## src/design/wrsi_pkg.sv

```systemverilog
`default_nettype none

package wrsi_pkg;

    // Averages and sums are kept as 64-bit words that wrap.
    localparam int ACC_W = 64;

    // Period register and change counter.
    localparam int                PER_W        = 10;
    localparam logic [PER_W-1:0]  CNT_MAX      = 10'd1023;
    localparam logic [PER_W-1:0]  PERIOD_RESET = 10'd14;

    // Input item price field as it travels on the bus.
    localparam int PRICE_IN_W = 32;

    // Result format: percent in Q7.16.
    localparam int                RSI_W      = 23;
    localparam int                RSI_FRAC_W = 16;
    localparam int                RSI_SCALE  = 100;
    localparam int                SCALE_W    = 7;
    localparam logic [RSI_W-1:0]  RSI_FULL   = 23'd6553600;
    localparam logic [RSI_W-1:0]  RSI_HALF   = 23'd3276800;
    localparam int                DATA_OUT_W = 24;

    // Ratio numerator is the average gain * 100 * 2^16.
    localparam int SCL_W  = ACC_W + SCALE_W;
    localparam int NUM_W  = SCL_W + RSI_FRAC_W;
    localparam int STEP_W = $clog2(NUM_W + 1);

    // Request to the shared divider.
    typedef struct packed {
        logic              start;
        logic [STEP_W-1:0] steps;
    } t_div_req;

endpackage

`default_nettype wire

```

## src/design/wrsi_div.sv

```systemverilog
`default_nettype none

// Restoring divider, one quotient bit per cycle. The dividend is loaded left
// aligned and only its top i_req.steps bits are consumed.
module wrsi_div (
    input  wire logic                          i_clk,
    input  wire logic                          i_rst_n,
    input  wire wrsi_pkg::t_div_req            i_req,
    input  wire logic [wrsi_pkg::NUM_W-1:0]    i_dividend,
    input  wire logic [wrsi_pkg::ACC_W-1:0]    i_divisor,
    output logic                               o_done,
    output logic [wrsi_pkg::ACC_W-1:0]         o_quotient
);
    import wrsi_pkg::*;

    logic [NUM_W-1:0]  r_num;
    logic [ACC_W-1:0]  r_div;
    logic [ACC_W-1:0]  r_rem;
    logic [ACC_W-1:0]  r_quo;
    logic [STEP_W-1:0] r_cnt;
    logic              r_busy;
    logic              r_done;

    logic [ACC_W:0]    n_trial;
    logic [ACC_W:0]    n_diff;
    logic              n_fits;
    logic [ACC_W-1:0]  n_rem;

    // One trial subtraction of the divisor from the shifted remainder.
    always_comb begin
        n_trial = {r_rem, r_num[NUM_W-1]};
        n_diff  = n_trial - {1'b0, r_div};
        n_fits  = (n_trial >= {1'b0, r_div});
        n_rem   = n_fits ? n_diff[ACC_W-1:0] : n_trial[ACC_W-1:0];
    end

    // Step counter and completion flag.
    always_ff @(posedge i_clk) begin
        if (!i_rst_n) begin
            r_busy <= 1'b0;
            r_done <= 1'b0;
            r_cnt  <= '0;
        end else begin
            r_done <= 1'b0;
            if (i_req.start) begin
                r_cnt  <= i_req.steps;
                r_busy <= 1'b1;
            end else if (r_busy) begin
                r_cnt <= r_cnt - 1'b1;
                if (r_cnt == STEP_W'(1)) begin
                    r_busy <= 1'b0;
                    r_done <= 1'b1;
                end
            end
        end
    end

    // Operand, remainder and quotient shift registers.
    always_ff @(posedge i_clk) begin
        if (i_req.start) begin
            r_num <= i_dividend;
            r_div <= i_divisor;
            r_rem <= '0;
            r_quo <= '0;
        end else if (r_busy) begin
            r_num <= r_num << 1;
            r_rem <= n_rem;
            r_quo <= {r_quo[ACC_W-2:0], n_fits};
        end
    end

    assign o_done     = r_done;
    assign o_quotient = r_quo;

endmodule

`default_nettype wire

```

## src/design/wilder_rsi_stream.sv

```systemverilog
`default_nettype none

// A series-start item goes from acceptance straight to the finish state, an item inside
// the seed window passes through the step state first, and an item past it runs both
// average divisions and, unless the average loss or the sum is zero, the ratio division.
// Each may then wait for the output register. One item at a time: input waits in idle
// while the shared bit-serial divider works (64 dividend bits per average, 87 for the ratio).
// Reset is synchronous and active low: period returns to 14 and the price history clears.
module wilder_rsi_stream #(
    parameter int PRICE_WIDTH         = 32,
    parameter int EXTRA_FRACTION_BITS = 16
) (
    input  wire logic                                i_clk,
    input  wire logic                                i_rst_n,
    // Configuration: period register.
    input  wire logic                                i_cfg_period_we,
    input  wire logic [wrsi_pkg::PER_W-1:0]          i_cfg_period,
    // Input items.
    input  wire logic                                s_axis_tvalid,
    output logic                                     s_axis_tready,
    input  wire logic [wrsi_pkg::PRICE_IN_W-1:0]     s_axis_tdata,  // [31:0] price
    input  wire logic                                s_axis_tuser,  // [0] series_start
    // Result items.
    output logic                                     m_axis_tvalid,
    input  wire logic                                m_axis_tready,
    output logic [wrsi_pkg::DATA_OUT_W-1:0]          m_axis_tdata,  // [22:0] rsi, [23] zero
    output logic                                     m_axis_tuser   // [0] rsi_valid
);
    import wrsi_pkg::*;

    typedef enum logic [3:0] {
        S_IDLE,
        S_STEP,
        S_PREP,
        S_DSTART,
        S_DWAIT,
        S_RSI,
        S_RCHK,
        S_RWAIT,
        S_FINISH
    } t_state;

    t_state                 r_state;
    logic [PER_W-1:0]       r_period;
    logic [PRICE_WIDTH-1:0] r_prev;
    logic [PER_W-1:0]       r_cnt;
    logic [ACC_W-1:0]       r_g;
    logic [ACC_W-1:0]       r_l;
    logic                   r_has;
    logic                   r_seeded;
    logic                   r_smooth;
    logic                   r_side;
    logic [ACC_W-1:0]       r_gain;
    logic [ACC_W-1:0]       r_loss;
    logic [ACC_W-1:0]       r_num;
    logic [ACC_W-1:0]       r_sum;
    logic [SCL_W-1:0]       r_scaled;
    logic [RSI_W-1:0]       r_res;
    logic                   r_res_valid;
    logic [RSI_W-1:0]       r_out_rsi;
    logic                   r_out_user;
    logic                   r_out_tvalid;

    logic [PER_W-1:0]       n_per;
    logic [PER_W-1:0]       n_pm1;
    logic [PRICE_WIDTH-1:0] n_price;
    logic [ACC_W-1:0]       n_gain;
    logic [ACC_W-1:0]       n_loss;
    logic [PER_W-1:0]       n_cnt_inc;
    logic [ACC_W-1:0]       n_sel_acc;
    logic [ACC_W-1:0]       n_sel_inc;
    logic [ACC_W-1:0]       n_mac;

    t_div_req               div_req;
    logic [NUM_W-1:0]       div_dividend;
    logic [ACC_W-1:0]       div_divisor;
    logic                   div_done;
    logic [ACC_W-1:0]       div_quotient;

    // Effective period, price change and counter update.
    always_comb begin
        n_per     = (r_period == '0) ? PER_W'(1) : r_period;
        n_pm1     = n_per - 1'b1;
        n_price   = PRICE_WIDTH'(s_axis_tdata);
        n_gain    = '0;
        n_loss    = '0;
        if (n_price > r_prev) begin
            n_gain = ACC_W'(n_price - r_prev) << EXTRA_FRACTION_BITS;
        end
        if (n_price < r_prev) begin
            n_loss = ACC_W'(r_prev - n_price) << EXTRA_FRACTION_BITS;
        end
        n_cnt_inc = (r_cnt < CNT_MAX) ? (r_cnt + 1'b1) : r_cnt;
    end

    // Smoothing numerator avg*(period-1)+new for the side being worked on.
    always_comb begin
        n_sel_acc = r_side ? r_l : r_g;
        n_sel_inc = r_side ? r_loss : r_gain;
        n_mac     = n_sel_acc * ACC_W'(n_pm1) + n_sel_inc;
    end

    // Divider operands: averages divide by the period, the ratio by the sum.
    always_comb begin
        div_req.start = (r_state == S_DSTART) || ((r_state == S_RCHK) && (r_sum != '0));
        if (r_state == S_DSTART) begin
            div_req.steps = STEP_W'(ACC_W);
            div_dividend  = {r_num, {(NUM_W-ACC_W){1'b0}}};
            div_divisor   = ACC_W'(n_per);
        end else begin
            div_req.steps = STEP_W'(NUM_W);
            div_dividend  = {r_scaled, {RSI_FRAC_W{1'b0}}};
            div_divisor   = r_sum;
        end
    end

    wrsi_div u_div (
        .i_clk      (i_clk),
        .i_rst_n    (i_rst_n),
        .i_req      (div_req),
        .i_dividend (div_dividend),
        .i_divisor  (div_divisor),
        .o_done     (div_done),
        .o_quotient (div_quotient)
    );

    // Sequencer, series state and output register.
    always_ff @(posedge i_clk) begin
        if (!i_rst_n) begin
            r_state      <= S_IDLE;
            r_period     <= PERIOD_RESET;
            r_cnt        <= '0;
            r_has        <= 1'b0;
            r_seeded     <= 1'b0;
            r_out_tvalid <= 1'b0;
        end else begin
            if (i_cfg_period_we) begin
                r_period <= i_cfg_period;
            end
            // The finish state reloads the output register itself.
            if (r_out_tvalid && m_axis_tready && (r_state != S_FINISH)) begin
                r_out_tvalid <= 1'b0;
            end

            unique case (r_state)
                S_IDLE: begin
                    if (s_axis_tvalid) begin
                        r_prev <= n_price;
                        if (s_axis_tuser || !r_has) begin
                            r_cnt       <= '0;
                            r_g         <= '0;
                            r_l         <= '0;
                            r_has       <= 1'b1;
                            r_seeded    <= 1'b0;
                            r_res       <= '0;
                            r_res_valid <= 1'b0;
                            r_state     <= S_FINISH;
                        end else begin
                            r_gain  <= n_gain;
                            r_loss  <= n_loss;
                            r_cnt   <= n_cnt_inc;
                            r_state <= S_STEP;
                        end
                    end
                end
                S_STEP: begin
                    r_side <= 1'b0;
                    if (r_seeded) begin
                        r_smooth <= 1'b1;
                        r_state  <= S_PREP;
                    end else begin
                        r_g      <= r_g + r_gain;
                        r_l      <= r_l + r_loss;
                        r_smooth <= 1'b0;
                        if (r_cnt >= n_per) begin
                            r_seeded <= 1'b1;
                            r_state  <= S_PREP;
                        end else begin
                            r_res       <= '0;
                            r_res_valid <= 1'b0;
                            r_state     <= S_FINISH;
                        end
                    end
                end
                S_PREP: begin
                    r_num   <= r_smooth ? n_mac : n_sel_acc;
                    r_state <= S_DSTART;
                end
                S_DSTART: begin
                    r_state <= S_DWAIT;
                end
                S_DWAIT: begin
                    if (div_done) begin
                        if (r_side) begin
                            r_l     <= div_quotient;
                            r_state <= S_RSI;
                        end else begin
                            r_g     <= div_quotient;
                            r_side  <= 1'b1;
                            r_state <= S_PREP;
                        end
                    end
                end
                S_RSI: begin
                    // Zero average loss is settled without a division.
                    if (r_l == '0) begin
                        r_res       <= (r_g != '0) ? RSI_FULL : RSI_HALF;
                        r_res_valid <= 1'b1;
                        r_state     <= S_FINISH;
                    end else begin
                        r_sum    <= r_g + r_l;
                        r_scaled <= SCL_W'(r_g) * SCL_W'(RSI_SCALE);
                        r_state  <= S_RCHK;
                    end
                end
                S_RCHK: begin
                    // A sum that wraps to zero gives zero.
                    if (r_sum == '0) begin
                        r_res       <= '0;
                        r_res_valid <= 1'b1;
                        r_state     <= S_FINISH;
                    end else begin
                        r_state <= S_RWAIT;
                    end
                end
                S_RWAIT: begin
                    if (div_done) begin
                        r_res       <= div_quotient[RSI_W-1:0];
                        r_res_valid <= 1'b1;
                        r_state     <= S_FINISH;
                    end
                end
                S_FINISH: begin
                    if (!r_out_tvalid || m_axis_tready) begin
                        r_out_rsi    <= r_res;
                        r_out_user   <= r_res_valid;
                        r_out_tvalid <= 1'b1;
                        r_state      <= S_IDLE;
                    end
                end
                default: begin
                    r_state <= S_IDLE;
                end
            endcase
        end
    end

    assign s_axis_tready = (r_state == S_IDLE);
    assign m_axis_tvalid = r_out_tvalid;
    assign m_axis_tdata  = {{(DATA_OUT_W-RSI_W){1'b0}}, r_out_rsi};
    assign m_axis_tuser  = r_out_user;

endmodule

`default_nettype wire

```

## config.mk

```make
export PLATFORM = sky130hd
export DESIGN_NAME = wilder_rsi_stream
export DESIGN_NICKNAME = d
export VERILOG_FILES = /design/src/design/wrsi_pkg.sv /design/src/design/wrsi_div.sv /design/src/design/wilder_rsi_stream.sv
export SDC_FILE = /design/constraint.sdc
export NUM_CORES = 2
export LEC_CHECK = 0
export BUFFER_PORTS_ARGS = -buffer_cell sky130_fd_sc_hd__buf_2
export CAP_MARGIN = 10
export CORE_ASPECT_RATIO = 1.5
export CORE_MARGIN = 5
export CORE_UTILIZATION = 25
export CTS_BUF_LIST = sky130_fd_sc_hd__clkbuf_8
export DETAILED_ROUTE_END_ITERATION = 16
export SYNTH_ARGS = -nofsm -noshare
export SYNTH_HDL_FRONTEND = slang
export SYNTH_SLANG_ARGS = --single-unit
```

## constraint.sdc

```tcl
create_clock -name i_clk -period 23.1 [get_ports i_clk]
set_input_delay 4.62 -clock i_clk [delete_from_list [all_inputs] [get_ports i_clk]]
set_output_delay 4.62 -clock i_clk [all_outputs]
set_load 0.01 [all_outputs]
```

* After elaboration in Yosys (flattened, before gate mapping)
Index checks and enable logic that the tools add are counted.
** Cells by class
- Add/subtract/negate cells :: 10
- $mul :: 2
- $lt $le $gt $ge :: 5
- Equality and inequality tests :: 21
- Multiplexer cells :: 64
- Bitwise operators :: 4
- Reduce and logical (&&, ||, !) cells :: 35
** Operators by type and width (count)
- two-way mux 64 bit :: 12
- case mux 64 bit (3 select lines) :: 2
- two-way mux 87 bit :: 3
- adder 64 bit :: 4
- two-way mux 23 bit :: 8
- zero test 64 bit :: 2
- nonzero test 64 bit :: 2
- case mux 23 bit (5 select lines) :: 1
- multiplier 64 x 5 -> 69 bit, second input constant :: 1
- subtractor 32 x 32 -> 33 bit :: 2
- greater-or-equal comparator 65 x 64 -> 1 bit :: 1
- multiplier 64 x 10 -> 64 bit :: 1
- subtractor 64 bit :: 1
- two-way mux 10 bit :: 4
- two-way mux 4 bit :: 9
- case mux 4 bit (9 select lines) :: 1
- > comparator 32 bit :: 1
- less-than comparator 32 bit :: 1
- AND reduction 3 bit :: 7
- two-way mux 1 bit :: 17
- equality test 4 x 3 -> 1 bit, second input constant :: 4
- two-way mux 7 bit :: 2
- != test 2 bit, second input constant :: 7
- AND reduction 7 bit :: 2
- other kinds (28) :: 46
** Storage, ports and cells
- Register bits :: 850
- Input port bits :: 48
- Logic and storage cells :: 171

* Depth between registers and ports, before layout
- Depth after elaboration :: 6
- Gate-level depth with buffers :: 33
- Mapped depth without buffers :: 31

* Cells and area by module
A second synthesis with hierarchy kept.
** Unflattened totals
- Cell total of the unflattened synthesis :: 7991
- Area total of the unflattened synthesis :: 74039.8 um^2
** By module, submodules not included
- wilder_rsi_stream :: times used 1, cells each 6476, area each 58871.5 um^2, sequential area each 14744.1 um^2
- wrsi_div :: times used 1, cells each 1515, area each 15168.3 um^2, sequential area each 7277.0 um^2

* Least setup slack after synthesis
Ideal clock, no wire load.
- Kind :: input-to-reg
- Start point :: in i_rst_n
- End point :: reg r_scaled[10] (enable)
- Library setup time :: 0.951 ns
- Arrival :: 17.716 ns
- Data required time :: 22.149 ns
- Setup slack :: 4.433 ns
- Stages on the path :: 3
- Path through :: clkbuf_1 -> clkinv_1 -> nor4_1
** Between the ends
- Cells in the longest elaborated chain, start to end :: 1
** Ends and longest elaborated chain
- from (decl) :: RTL line wilder_rsi_stream.sv:14 : input wire logic i_rst_n,
- AND reduction 3 bit (no source line)
- to (signal assigned) :: RTL line wilder_rsi_stream.sv:212 : r_scaled <= SCL_W'(r_g) * SCL_W'(RSI_SCALE);
- to (decl) :: RTL line wilder_rsi_stream.sv:57 : logic [SCL_W-1:0] r_scaled;
No other way between the ends.
A chain may end at the register's enable or synchronous reset.

* Worst setup path in the final report
- Start point :: reg r_period[4]
- End point :: reg r_num[62], data pin
** Between the ends
- Cells in the longest elaborated chain, start to end :: 6
** Ends and longest elaborated chain
- from (decl) :: RTL line wilder_rsi_stream.sv:44 : logic [PER_W-1:0] r_period;
- from (signal assigned) :: RTL line wilder_rsi_stream.sv:138 : r_period <= i_cfg_period;
- zero test 10 bit :: RTL line wilder_rsi_stream.sv:82 : n_per = (r_period == '0) ? PER_W'(1) : r_period;
- two-way mux 10 bit * :: RTL line wilder_rsi_stream.sv:82
- subtractor 10 x 1 -> 10 bit * :: RTL line wilder_rsi_stream.sv:83 : n_pm1 = n_per - 1'b1;
- multiplier 64 x 10 -> 64 bit * :: RTL line wilder_rsi_stream.sv:100 : n_mac = n_sel_acc * ACC_W'(n_pm1) + n_sel_inc;
- adder 64 bit * :: RTL line wilder_rsi_stream.sv:100
- two-way mux 64 bit * :: RTL line wilder_rsi_stream.sv:186 : r_num <= r_smooth ? n_mac : n_sel_acc;
- to (signal assigned) :: RTL line wilder_rsi_stream.sv:186
- to (decl) :: RTL line wilder_rsi_stream.sv:55 : logic [ACC_W-1:0] r_num;
Mark *: on every way between the ends. The rest lies on a longest branch, timed or not.

==> reports/qor_table.md <==
| Metric | Reported | Unit |
|---|---|---|
| Remaining Overflow, GRT | 0 | - |
| Most common flop cell mapped by yosys | sky130_fd_sc_hd__edfxtp_1 | - |
| CTS clk-pin slew, worst paths | 70 | ps |
| Part of the total power dissipated in sequential elements | 24.3 | % |
| End-of-flow core utilization | 27.7 | % |
| Final worst path period share | 42.2 | % |
| Setup fix buffers added after clock tree synthesis | 0 | - |
| Final GP Congestion | 0.991 | - |
| Half-perimeter wire length after detailed placement | 194 | mm |
| Worst reg2reg endpoint | r_num[62]$_DFFE_PP_ | - |
| Reg2Reg Launch Point | r_period[4]$_SDFFE_PN0P_ | - |
| Per-cell routed wire length | 20.4 | um |
| Number of standard cells after synthesis | 7904 | - |
| CTS Buf Count | 141 | - |
| Wire length of the first global-routing pass | 363 | mm |
| Clock latency at the later pin of the worst-skew pair | 900 | ps |
| Number of synthesized register bits | 770 | - |
| Worst rel slew slack | 24.1 | % |
| Post-synth EDFFs | 606 | - |
| Filler cell count in the final layout | 30600 | - |
| Mean cell area of the mapped netlist | 9.16 | sq um |
| Antenna violations before repair | 23 | - |
| Peak-usage layer in the global routing report | met2 | - |
| Avg Vias per Cell | 4.88 | - |
| Leading post-synthesis cells by cell area | sky130_fd_sc_hd__edfxtp_1 (25%), sky130_fd_sc_hd__fa_1 (16%), sky130_fd_sc_hd__ha_1 (11%) | - |
| Number of cell rows | 242 | - |
| # placed instances | 11600 | - |
| Total die area | 301000 | sq um |
| GR met1 Demand/Resource | 15.9 | % |
| Master cell of the clock root buffer | sky130_fd_sc_hd__clkbuf_8 | - |
| CP Launch Type | flop | - |
| Clock network fraction of total power | 19.7 | % |
| Final count of pins violating max slew | 0 | - |
| Library cell with the largest summed area after synthesis | sky130_fd_sc_hd__edfxtp_1 | - |
| Die extent in x | 449 | um |
| Count of routing violations after the opening detailed-route iteration | 3975 | - |
| Most frequent cell on the critical path | sky130_fd_sc_hd__fa_1 | - |
| Number of cells on the worst reg-to-reg path | 30 | - |
| M2 GR Usage | 28.5 | % |
| Total number of nets in the final design | 9144 | - |
| Total leakage power | 34.2 | nW |
| NetSw | 3.07 | mW |
| Worst setup path end | r_num[62]$_DFFE_PP_ | - |
| Beginning of the critical path | r_period[4]$_SDFFE_PN0P_ | - |
| Met3 Use GR | 2.17 | % |
| # IOs | 75 | - |
| Capturing element type of the critical path | flop | - |
| Clock tree from TritonCTS | done | - |
| Cell at the slowest stage of the critical path | sky130_fd_sc_hd__xnor2_2 | - |
| Hold crit path type | flop to flop | - |
| Maximum number of buffers from clock root to sink | 4 | - |
| Status | completed | - |
| Peak clock frequency supported by timing | 103 | MHz |
| Number of H-tree levels | 4 | - |
| Routed Antenna Nets | 0 | - |
| Final TNS setup | 0 | ps |
| Cell with the most instances after synthesis | sky130_fd_sc_hd__inv_1 | - |
| Post-synth top cells | sky130_fd_sc_hd__inv_1 (1087), sky130_fd_sc_hd__nor2_1 (766), sky130_fd_sc_hd__nand2_1 (676) | - |
| Number of hold violations in the final report | 0 | - |
| Share of Yosys cell area claimed by the top area cell type | 25.1 | % |
| Number of global-route vias before repair | 59800 | - |
| Start-to-end type of the worst setup path | flop to flop | - |
| Number of design rule violations left after detail routing | 0 | - |
| Required time of the critical path | 23660 | ps |
| Net count after synthesis | 9137 | - |
| Cell-internal power | 3.84 | mW |
| Global router's overall resource usage | 15.7 | % |
| Core area | 289000 | sq um |
| Hold WS | 416 | ps |
| Switching share of total power | 44.4 | % |
| Seq/Total Area, Yosys | 29.7 | % |
| Flop2flop setup slack | 13360 | ps |
| Max cap viols | 0 | - |
| Share of final-layout standard cells stronger than drive strength 1 | 6.74 | % |
| Power density over the cells | 86.2 | nW/um^2 |
| Max VDD drop | 0.0714 | mV |
| Starting density of the core | 25.0 | % |
| Wire length after detailed routing | 241 | mm |
| Relative area change from synthesis to final layout | 10.7 | % |
| Worst-path fanout max | 34 | - |
| Clk sink count | 770 | - |
| Least-Margin Pin Slew | 1130 | ps |
| Largest net degree at the start of global routing | 114 | - |
| Max Clock Skew | 55.1 | ps |
| Hold path depth | 0 | - |
| Critical path's largest stage delay | 630 | ps |
| Yosys cell types | 84 | - |
| Via count | 57600 | - |
| Final Critical Period | 9740 | ps |
| Data arrival time of the worst path | 10300 | ps |
| Cts repair resizes | 0 | - |
| Total of warnings raised by yosys | 0 | - |
| Die height | 669 | um |
| Number of non-filler instances in the completed layout | 11800 | - |
| Number of hold buffers added after CTS | 0 | - |
| Share of flip-flops with an asynchronous set or reset | 0 | % |
| Comb power frac | 56.0 | % |
| TritonRoute pass-1 iters | 6 | - |
| Post-synthesis cell area | 72400 | sq um |
| Count of input and output buffers | 73 | - |
| Setup repair after global routing missed its margin | no | - |
| Final setup fails | 0 | - |
## critical path: cells and delay by family, from the launching register on
family,cells,cell delay [ps]
mux,1,80
fa+ha+maj,7,3190
xor+xnor,2,800
flops,1,370
buf+inv,5,950
compound gates,7,1640
simple gates,8,2380
## flip-flops by register name (all words and copies together) (netlist names), 4 cells and up
name	cells
r_sum	64
r_num	64
r_l	64
u_div.o_quotient	64
u_div.r_num	69
r_state	4
r_prev	32
r_loss	33
r_res	23
r_period	10
r_out_rsi	23
r_g	64
r_scaled	69
u_div.r_div	64
u_div.r_rem	64
r_cnt	10
u_div.r_cnt	7
r_gain	33
## worst min-delay path by stage
stage	start	endpoint	slack (ps)
CTS	r_res[5]$_DFFE_PP_	r_out_rsi[5]$_DFFE_PP_	420
finish	r_res[5]$_DFFE_PP_	r_out_rsi[5]$_DFFE_PP_	420
detailed placement	r_res[16]$_DFFE_PP_	r_out_rsi[16]$_DFFE_PP_	410
global placement	r_res[19]$_DFFE_PP_	r_out_rsi[19]$_DFFE_PP_	400
global route	r_res[16]$_DFFE_PP_	r_out_rsi[16]$_DFFE_PP_	420
floorplan	r_res_valid$_DFFE_PP_	m_axis_tuser$_DFFE_PP_	400
## layer usage
metal,share of wire (%),wire [um]
met4,10,24000
met1,35,84500
met5,0.011,26
met2,50,121000
met3,4.9,11900
## cells in the final DEF, fill, tap and decap left out, drive strengths merged, types with 72 or more instances in the layout
master	netlist	layout
o21a	97	97
mux2i	198	198
a211oi	82	82
nand3	87	87
dfxtp	164	164
fa	566	566
xnor2	248	248
clkbuf	267	151
or2	72	72
a21o	227	227
inv	1087	1124
nand2	676	676
edfxtp	606	606
o21bai	79	79
nor2	766	766
buf	43	174
o21ai	480	480
a21oi	481	481
nor3	76	76
nand4	104	104
and2	101	101
ha	619	619
xor2	156	156
## through the flow
| step | power (mW) | setup WS, ps | cell area [sq um] |
|---|---|---|---|
| 2_1_floorplan | 4.49 | 4430 | 72400 |
| 3_3_place_gp | 5.54 | 13500 | 77300 |
| 3_5_place_dp | 5.53 | 13520 | 77300 |
| 4_1_cts | 6.93 | 13470 | 80100 |
| 5_1_grt | 7.42 | 13010 | 80100 |
| 6_report | 6.91 | 13360 | 80200 |
## power groups by stage
stage               logic (mW)  clock network [mW]  registers (mW)
floorplan                 2.81                   0            1.68
global placement          3.83                   0            1.71
detailed placement        3.82                   0            1.71
CTS                       3.85                1.40            1.68
global route              4.28                1.45            1.68
finish                    3.87                1.36            1.68
## cell type report
class | count | area (sq um) | share of cell area, %
clock buffers | 151 | 2080 | 2.59
well taps | 3782 | 4730 | 5.90
multi-input cells | 5733 | 45900 | 57.2
repair buffers | 174 | 1150 | 1.43
inverters | 1091 | 4100 | 5.12
flip-flops and latches | 770 | 21500 | 26.8
clock inverters | 94 | 703 | 0.877
diodes | 19 | 47.5 | 0.0593
## cell families (layout without fill, tap and decap cells)
| logic type | Yosys count | count (layout) | synth area share, % |
|---|---|---|---|
| other cells | 1 | 20 | 0.00518 |
| xor+xnor | 404 | 404 | 4.89 |
| compound gates | 1727 | 1727 | 14.9 |
| simple gates | 2196 | 2196 | 13.8 |
| mux | 220 | 220 | 3.08 |
| flops | 770 | 770 | 29.7 |
| buf+inv | 1401 | 1510 | 7.31 |
| fa+ha+maj | 1185 | 1185 | 26.3 |
No activity file was read; power rests on OpenSTA's default activity.
